$ cat config.mk
export PLATFORM = sky130hd
export DESIGN_NAME = lsf_back
export DESIGN_NICKNAME = d
export VERILOG_FILES = /design/src/hdl/lsf_pkg.sv /design/src/hdl/lsf_back.sv
export VERILOG_INCLUDE_DIRS = /design/src /design/src/hdl
export SDC_FILE = /design/constraint.sdc
export NUM_CORES = 2
export LEC_CHECK = 0
export ABC_CLOCK_PERIOD_IN_PS = 7530
export BUFFER_PORTS_ARGS = -buffer_cell sky130_fd_sc_hd__buf_2
export CAP_MARGIN = 40
export CORE_MARGIN = 5
export CORE_UTILIZATION = 30
export CTS_CLUSTER_DIAMETER = 80
export DETAILED_ROUTE_END_ITERATION = 10
export GPL_ROUTABILITY_DRIVEN = 0
export PLACE_DENSITY = 0.5
export REMOVE_ABC_BUFFERS = 1
export SLEW_MARGIN = 20
export SYNTH_ARGS = -nofsm -noshare
export SYNTH_HDL_FRONTEND = slang
export SYNTH_SLANG_ARGS = --single-unit
export TNS_END_PERCENT = 50
$ cat constraint.sdc
create_clock -name clock -period 7.53 [get_ports clock]
set_input_delay 1.1295 -clock clock [delete_from_list [all_inputs] [get_ports clock]]
set_output_delay 1.1295 -clock clock [all_outputs]
set_load 0.1 [all_outputs]
$ cat src/hdl/leaf_switch_learning_forwarder_assert.svh
// ----------------------------------------------------------------------------
// leaf_switch_learning_forwarder_assert
// Assertion macros shared by the forwarder modules.
// ----------------------------------------------------------------------------
`ifndef LEAF_SWITCH_LEARNING_FORWARDER_ASSERT_SVH
`define LEAF_SWITCH_LEARNING_FORWARDER_ASSERT_SVH

// Checks that a condition implies a consequence on the same edge.
`define LSF_ASSERT_IMP(label, clk, rst, cond, cons, msg) \
   label: assert property (@(posedge clk) disable iff (rst) (cond) |-> (cons)) else $error(msg);

// Checks that a condition implies a consequence on the next edge.
`define LSF_ASSERT_NEXT(label, clk, rst, cond, cons, msg) \
   label: assert property (@(posedge clk) disable iff (rst) (cond) |=> (cons)) else $error(msg);

`endif

$ cat src/hdl/lsf_pkg.sv
// ----------------------------------------------------------------------------
// lsf_pkg
// Types, codes and defaults for the leaf switch learning forwarder.
// ----------------------------------------------------------------------------
package lsf_pkg;

   localparam int QueueDepthDefault = 16;
   localparam int TableDepthDefault = 32;
   localparam int MaxSpinesDefault  = 8;
   localparam int HostCap           = 8;

   localparam logic [1:0] CSR_HOSTS  = 2'd0;
   localparam logic [1:0] CSR_SPINES = 2'd1;
   localparam logic [1:0] CSR_LIMIT  = 2'd2;

   localparam logic OP_ARRIVAL  = 1'b0;
   localparam logic OP_COMPLETE = 1'b1;

   localparam logic [2:0] ACT_QUEUED    = 3'd0;
   localparam logic [2:0] ACT_DROP_FULL = 3'd1;
   localparam logic [2:0] ACT_TO_HOST   = 3'd2;
   localparam logic [2:0] ACT_TO_SPINE  = 3'd3;
   localparam logic [2:0] ACT_DROP_UNK  = 3'd4;
   localparam logic [2:0] ACT_IDLE      = 3'd5;

   typedef struct packed {
      logic        opcode;
      logic [3:0]  arrival_port;
      logic [47:0] src_mac;
      logic [47:0] dst_mac;
      logic [7:0]  hop_in;
      logic [15:0] packet_tag;
      logic [2:0]  spine_pick;
   } req_type;

   typedef struct packed {
      logic [2:0]  action;
      logic [3:0]  out_port;
      logic [15:0] tag_out;
      logic [7:0]  hop_out;
      logic [4:0]  queue_length;
      logic [31:0] spine_usage;
   } rsp_type;

   // Descriptor handed from the front part to the processing back part.
   typedef struct packed {
      logic        process;
      logic [47:0] src_mac;
      logic [47:0] dst_mac;
      logic [3:0]  port;
      logic [7:0]  hop;
      logic [15:0] tag;
      logic [2:0]  pick;
      logic [4:0]  queue_length;
   } job_type;

endpackage

$ cat src/hdl/lsf_back.sv
// ----------------------------------------------------------------------------
// lsf_back
// Processor: learns host source MACs into the table, looks up the destination
// and picks the egress port. Lookup is combinational; learning is registered.
// ----------------------------------------------------------------------------
module lsf_back
   import lsf_pkg::*;
#(
   parameter int TableDepth = TableDepthDefault,
   parameter int MaxSpines  = MaxSpinesDefault
) (
   input  logic       clock,
   input  logic       reset,
   input  logic       job_valid,
   input  job_type    job,
   input  logic [3:0] hosts,
   input  logic [3:0] spines,
   output logic       rsp_strobe,
   output rsp_type    rsp
);
   localparam int TW = (TableDepth > 1) ? $clog2(TableDepth) : 1;
   localparam int SW = (MaxSpines > 1) ? $clog2(MaxSpines) : 1;

   logic [47:0]         key_ff  [TableDepth];
   logic [2:0]          tport_ff[TableDepth];
   logic [TableDepth-1:0] valid_ff;
   logic [31:0]         usage_ff[MaxSpines];

   logic [3:0]  eff_hosts;
   logic [4:0]  eff_spines;
   logic        from_host;
   logic        src_hit, dst_hit, has_free, learn;
   logic [TW-1:0] free_idx, dst_idx;
   logic [2:0]  dst_port;
   logic [SW-1:0] pick;
   logic [4:0]  pick_w;
   logic [7:0]  hop_inc;
   rsp_type     rsp_in;
   logic        strobe_ff;
   rsp_type     rsp_ff;

   always_comb begin
      eff_hosts  = (hosts > 4'(HostCap)) ? 4'(HostCap) : hosts;
      if (spines == 4'd0) begin
         eff_spines = 5'd1;
      end else if (int'(spines) > MaxSpines) begin
         eff_spines = 5'(MaxSpines);
      end else begin
         eff_spines = {1'b0, spines};
      end
      from_host = job.port < eff_hosts;
      src_hit = 1'b0;
      dst_hit = 1'b0;
      has_free = 1'b0;
      free_idx = '0;
      dst_idx  = '0;
      for (int i = TableDepth - 1; i >= 0; i--) begin
         if (valid_ff[i] && key_ff[i] == job.src_mac) src_hit = 1'b1;
         if (!valid_ff[i]) begin
            has_free = 1'b1;
            free_idx = TW'(i);
         end
      end
      learn = job_valid && job.process && from_host && !src_hit && has_free;
      for (int i = TableDepth - 1; i >= 0; i--) begin
         if (valid_ff[i] && key_ff[i] == job.dst_mac) begin
            dst_hit = 1'b1;
            dst_idx = TW'(i);
         end
      end
      dst_port = tport_ff[dst_idx];
      // A learned entry that lands in a slot before any match still wins.
      if (learn && job.src_mac == job.dst_mac && (!dst_hit || free_idx < dst_idx)) begin
         dst_hit  = 1'b1;
         dst_port = job.port[2:0];
      end
      pick_w = {2'd0, job.pick};
      if (pick_w > eff_spines - 5'd1) pick_w = eff_spines - 5'd1;
      pick = SW'(pick_w);
      hop_inc = (job.hop == 8'hFF) ? 8'hFF : job.hop + 8'd1;

      rsp_in.queue_length = job.queue_length;
      rsp_in.tag_out      = job.tag;
      rsp_in.out_port     = 4'd0;
      rsp_in.hop_out      = 8'd0;
      rsp_in.spine_usage  = 32'd0;
      if (!job.process) begin
         rsp_in.action = job.dst_mac[2:0];
      end else begin
         rsp_in.hop_out = hop_inc;
         if (dst_hit) begin
            rsp_in.action   = ACT_TO_HOST;
            rsp_in.out_port = {1'b0, dst_port};
         end else if (from_host) begin
            rsp_in.action      = ACT_TO_SPINE;
            rsp_in.out_port    = eff_hosts + 4'(pick_w);
            rsp_in.spine_usage = usage_ff[pick] + 32'd1;
         end else begin
            rsp_in.action = ACT_DROP_UNK;
         end
      end
   end

   always_ff @(posedge clock) begin
      if (reset) begin
         valid_ff  <= '0;
         strobe_ff <= 1'b0;
         for (int i = 0; i < MaxSpines; i++) usage_ff[i] <= '0;
      end else begin
         strobe_ff <= job_valid;
         if (learn) valid_ff[free_idx] <= 1'b1;
         if (job_valid && job.process && !dst_hit && from_host) begin
            usage_ff[pick] <= usage_ff[pick] + 32'd1;
         end
      end
      if (learn) begin
         key_ff[free_idx]   <= job.src_mac;
         tport_ff[free_idx] <= job.port[2:0];
      end
      rsp_ff <= rsp_in;
   end

   assign rsp_strobe = strobe_ff;
   assign rsp = rsp_ff;

`include "leaf_switch_learning_forwarder_assert.svh"
   `LSF_ASSERT_NEXT(a_rsp_follows, clock, reset, job_valid, rsp_strobe, "result lost")
   `LSF_ASSERT_IMP(a_learn_room, clock, reset, learn, !valid_ff[free_idx], "learn into used slot")
   `LSF_ASSERT_IMP(a_spine_port, clock, reset, rsp_strobe && rsp.action == ACT_TO_SPINE, rsp.spine_usage != 32'd0 || $past(usage_ff[0]) == 32'hFFFFFFFF || MaxSpines > 1, "spine usage")
endmodule

==> Word-level counts from Yosys, hierarchy flattened <==
Memories as Yosys holds them, arrays and structs flattened.
Index checks and enable logic that the tools add are counted.
{ "classes": {"addsub": 4, "magnitude_cmp": 7, "n_eq_ne": 66, "muxes": 183, "bitwise": 3, "reduce_logical": 80} }
{ "ops": {"columns": ["op", "n"], "rows": [
  ["48-bit == test", 65],
  ["5-bit two-way mux", 64],
  ["1-bit two-way mux", 106],
  ["1-bit logical AND", 73],
  ["32-bit by 1-bit adder with 32-bit output (second input constant)", 1],
  ["32-bit two-way mux", 1],
  ["32-bit bitwise OR", 1],
  ["32-bit OR reduction", 1],
  ["4-bit two-way mux", 5],
  ["3-bit two-way mux", 4],
  ["8-bit by 1-bit adder with 8-bit output (second input constant)", 1],
  ["8-bit == test (second input constant)", 1],
  ["4-bit greater-than comparator (second input constant)", 2],
  ["8-bit two-way mux", 1],
  ["7-bit two-way mux", 1],
  ["5-bit by 6-bit < comparator with 1-bit output (second input constant)", 1],
  ["1-bit demux with 5-bit select", 1],
  ["5-bit by 1-bit >= comparator with 1-bit output (second input constant)", 1],
  ["3-bit by 5-bit greater-than comparator with 1-bit output", 1],
  ["5-bit < comparator", 1],
  ["4-bit by 1-bit subtractor with 5-bit output (second input constant)", 1],
  ["4-bit adder", 1],
  ["4-bit zero test", 1],
  ["4-bit < comparator", 1],
  ["other kinds (4)", 7]
]} }
{ "word_totals": {"register_bits": 101, "ram_bits": 1888, "elab_cells": 355, "mem_count": 3} }
{ "memory_table": {"columns": ["name", "words", "width", "rd", "rd_ports_with_merged_regs", "wr", "line", "rtl"], "rows": [
  ["key_ff", 32, 48, 32, 0, 1, "lsf_back.sv:24", "logic [47:0] key_ff [TableDepth];"],
  ["usage_ff", 8, 32, 1, 0, 8, "lsf_back.sv:27", "logic [31:0] usage_ff[MaxSpines];"],
  ["tport_ff", 32, 3, 1, 0, 1, "lsf_back.sv:25", "logic [2:0] tport_ff[TableDepth];"]
]} }

==> Longest topological paths before layout <==
An unclocked memory read counts as a cell.
{ "depth": {"ltp_word": 49, "depth_mapped": 24, "mapped_depth_nobuf": 21} }

==> Least setup slack after synthesis <==
Ideal clock, no wire load.
{ "synth_timing": {"kind": "input-to-reg", "startpoint": "input spines[2]", "endpoint": "memory usage_ff[4][0], enable pin", "setup_ns": 0.470, "arrival_time_ns": 6.578, "path_slack_ns": 0.482, "stages": 15, "cell_sequence": "nor2_1 o21bai_1 ha_1 xnor2_1 inv_1 ha_1 o21a_1 o211ai_1 a21boi_2 inv_2 buf_2 buf_2 clkbuf_1 buf_2 o31ai_1"} }
{ "synth_rtl": {"columns": ["element", "line", "rtl"], "rows": [
  ["start: declaration", "lsf_back.sv:17", "input logic [3:0] spines,"],
  ["end: declaration", "lsf_back.sv:27", null]
]} }

==> Final worst setup path <==
{ "layout_timing": {"startpoint": "input job[74] (netlist name)", "endpoint": "register rsp_ff (netlist bit rsp[62])"} }
{ "layout_via": {"elab_chain_cells": 39, "word_cells_on_any_way": 138, "cone_classes": "order compare (1); eq/ne (33); mux (67); reduce/logical (36); memory (1)"} }
{ "layout_rtl": {"columns": ["element", "line", "rtl"], "rows": [
  ["start: declaration", "lsf_back.sv:15", "input job_type job,"],
  ["branches (longest 38 deep; another with 48-bit == test)", null, null],
  ["7-bit two-way mux (*)", "lsf_back.sv:91", "if (dst_hit) begin"],
  ["end signal: assignment", "lsf_back.sv:120", "rsp_ff <= rsp_in;"],
  ["end: declaration", "lsf_back.sv:40", "rsp_type rsp_ff;"]
]} }
Mark *: on every way between the ends.
A chain may end at the register's enable or synchronous reset.

==> run summary <==
DRC errors left: 1
Worst EP arrival: 7.41 ns
Die Wd: 611.4 um
worst skew pair latency: 1.00 ns
final WL: 577300 um
Synth Area per Inst: 11.96 um^2
top cells by instance count after synthesis: edfxtp_1, xnor2_1, xor2_1
fin util: 0.3613
worst-margin pin slew: 1.002 ns
pwr dens: 220.3 mW/mm^2
layout cell share with drive strength beyond 1: 0.1448
initial antenna violation count: 64
Synth cell types: 105
worst hold path depth: 1
Synth area leaders: edfxtp_1, xnor2_1, xor2_1
yosys warns: 0
vias in the first global route: 85723
Max Clk Rate: 0.1511 GHz
Total Die Area: 0.3738 mm^2
Routed WL per cell: 39.02 um
R2R cell count: 19
total number of vias: 90706
skew final: 0.1634 ns
Root Buffer: clkbuf_16
count leader, synth: edfxtp_1
final HPWL from detailed placement: 404300 um
Critical Path End Type: register
Worst EP required: 8.32 ns
Max VDD drop: 0.0002171 V
H-tree levels: 4
number of flops mapped to enable cells by yosys: 1888
Routed Antenna Nets: 0
Startpoint Class: primary input
synthesized instance count: 9069
slew margin rel.: 0.3322
worst reg-to-reg setup slack: 0.92 ns
RSZ-0062 raised after global routing: no
grt ovf: 0
ys async rst share: 0
CTS tree: built
max-slew violation count: 0
failing checks: DRC
Worst R2R Start: key_ff[28][45]
Final Setup Violations: 0
Pre-antenna DRT Iters: 9
Initial Utilization: 0.3016
Max FO, Critical Path: 18
Seq/Total Area, Yosys: 0.5411
# clock sinks: 1989
Total Routing Usage GR: 0.2957
Yosys reg bits: 1989
Hold Fails Final Rpt: 0
I/O pins: 213
Tcrit/Tclk final: 0.8786
worst setup path startpoint: job[74]
CTS Hold Bufs: 0
# nets final: 9952
Max-Cap Viols: 0
ys flop type: edfxtp_1
Area Overhead vs Synth: 19.80%
vias per inst: 6.131
status: finished, violations left
post-synth top area share: 0.5225
die height: 611.4 um
cts repair resizes: 0
Setup TNS: 0 ns
Mapped Area: 0.1085 mm^2
Clk pin slew, worst setup/hold paths: 0.06 ns
global-route wire length before repair: 763100 um
Core Rows: 220
Hold Startpoint: job[8]
largest net degree at the start of global routing: 53
TritonCTS Buffers: 233
final worst path period need: 6.616 ns
HP Class: primary input to register
Leak: 42.09 nW
Clock Path Buffers: 4
Synth area leader: edfxtp_1
post-CTS setup buffers: 0
initial drt markers: 16410
Port Buf Inserts: 212
Core Region: 0.3598 mm^2
critical setup path kind: primary input to register
registers in the layout, indices dropped and copies added, names as in the netlist:
register	flops
rsp	68
key_ff	1536
rsp_strobe	1
valid_ff	32
usage_ff	256
tport_ff	96
layout by cell type, fill, tap and decap left out, types with 47 or more instances in the layout:
cell / instances
a21oi_1: 59
buf_12: 181
buf_2: 121
buf_4: 633
clkbuf_1: 47
clkbuf_16: 235
clkinv_2: 47
dfxtp_1: 101
edfxtp_1: 1888
inv_1: 194
mux2i_1: 58
nand2_1: 277
nand2b_1: 283
nand3_1: 182
nand4_1: 641
nor2_1: 431
nor2b_1: 56
nor3_1: 133
nor4_1: 480
o2111ai_1: 61
o21ai_0: 69
o22ai_1: 78
or4_1: 53
xnor2_1: 1667
xor2_1: 1142
cells by family after synthesis:
| logic type | count (synthesis) | synth area share |
|---|---|---|
| fa+ha+maj | 17 | 0.002029 |
| xor+xnor | 2810 | 0.2269 |
| mux | 89 | 0.009663 |
| buf+inv | 672 | 0.02626 |
| compound gates | 670 | 0.04666 |
| simple gates | 2822 | 0.1474 |
| flops | 1989 | 0.5411 |
worst max-delay path, cell delays in order:
cell	delay [ns]
buf_4	0.69
buf_4	0.57
xor2_1	0.17
or4_1	0.53
nor4_1	0.26
nand4_1	0.63
nor3_1	0.35
buf_4	0.25
o2111ai_1	0.17
a211oi_1	0.79
buf_4	0.24
buf_4	0.18
o21ai_0	0.20
o22ai_1	0.24
a31oi_1	0.08
and2_0	0.18
a2111oi_0	0.48
o31ai_1	0.15
report_power, final:
part           internal [W]  switching, W
sequential           0.0122     0.0000602
clock               0.00700       0.00509
combinational       0.00115       0.00312
final timing paths:
| kind | to |
|---|---|
| worst max-delay path | rsp[62] |
| worst min-delay path | rsp[45] |
| worst max register to register | rsp[62] |
| worst min register to register | valid_ff[25] |
cell type report:
type | instances | area (um^2)
diodes | 29 | 72.57
inverters | 208 | 780.7
multi-input cells | 6408 | 47190
repair buffers | 951 | 9351
fillers | 34830 | 229800
clock buffers | 289 | 6153
flip-flops and latches | 1989 | 58720
clock inverters | 148 | 1752
well taps | 4773 | 5972
per-stage QoR:
step	cells	setup slack, ns	hold WS [ns]	instance area, um^2	power, W
3_3_place_gp	14299	0.07487	0.6086	121500	0.01655
2_1_floorplan	8605	0.01187	0.5056	106400	0.01418
6_report	14795	0.9139	0.2638	130000	0.02864
3_5_place_dp	14322	0.4256	0.6013	121900	0.01658
5_1_grt	14768	0.5925	0.2631	129900	0.02915
4_1_cts	14759	1.310	0.2188	129800	0.02852
metal layers:
metal  track usage  vias to the layer above  share of wire
met5             0                        -        0.00026
met4        0.2021                       24          0.088
met3       0.09325                     2113           0.14
met2        0.4175                     8225           0.40
met1        0.3844                    45497           0.37
li1              -                    34847              -
(Power assumes the default switching activity.)
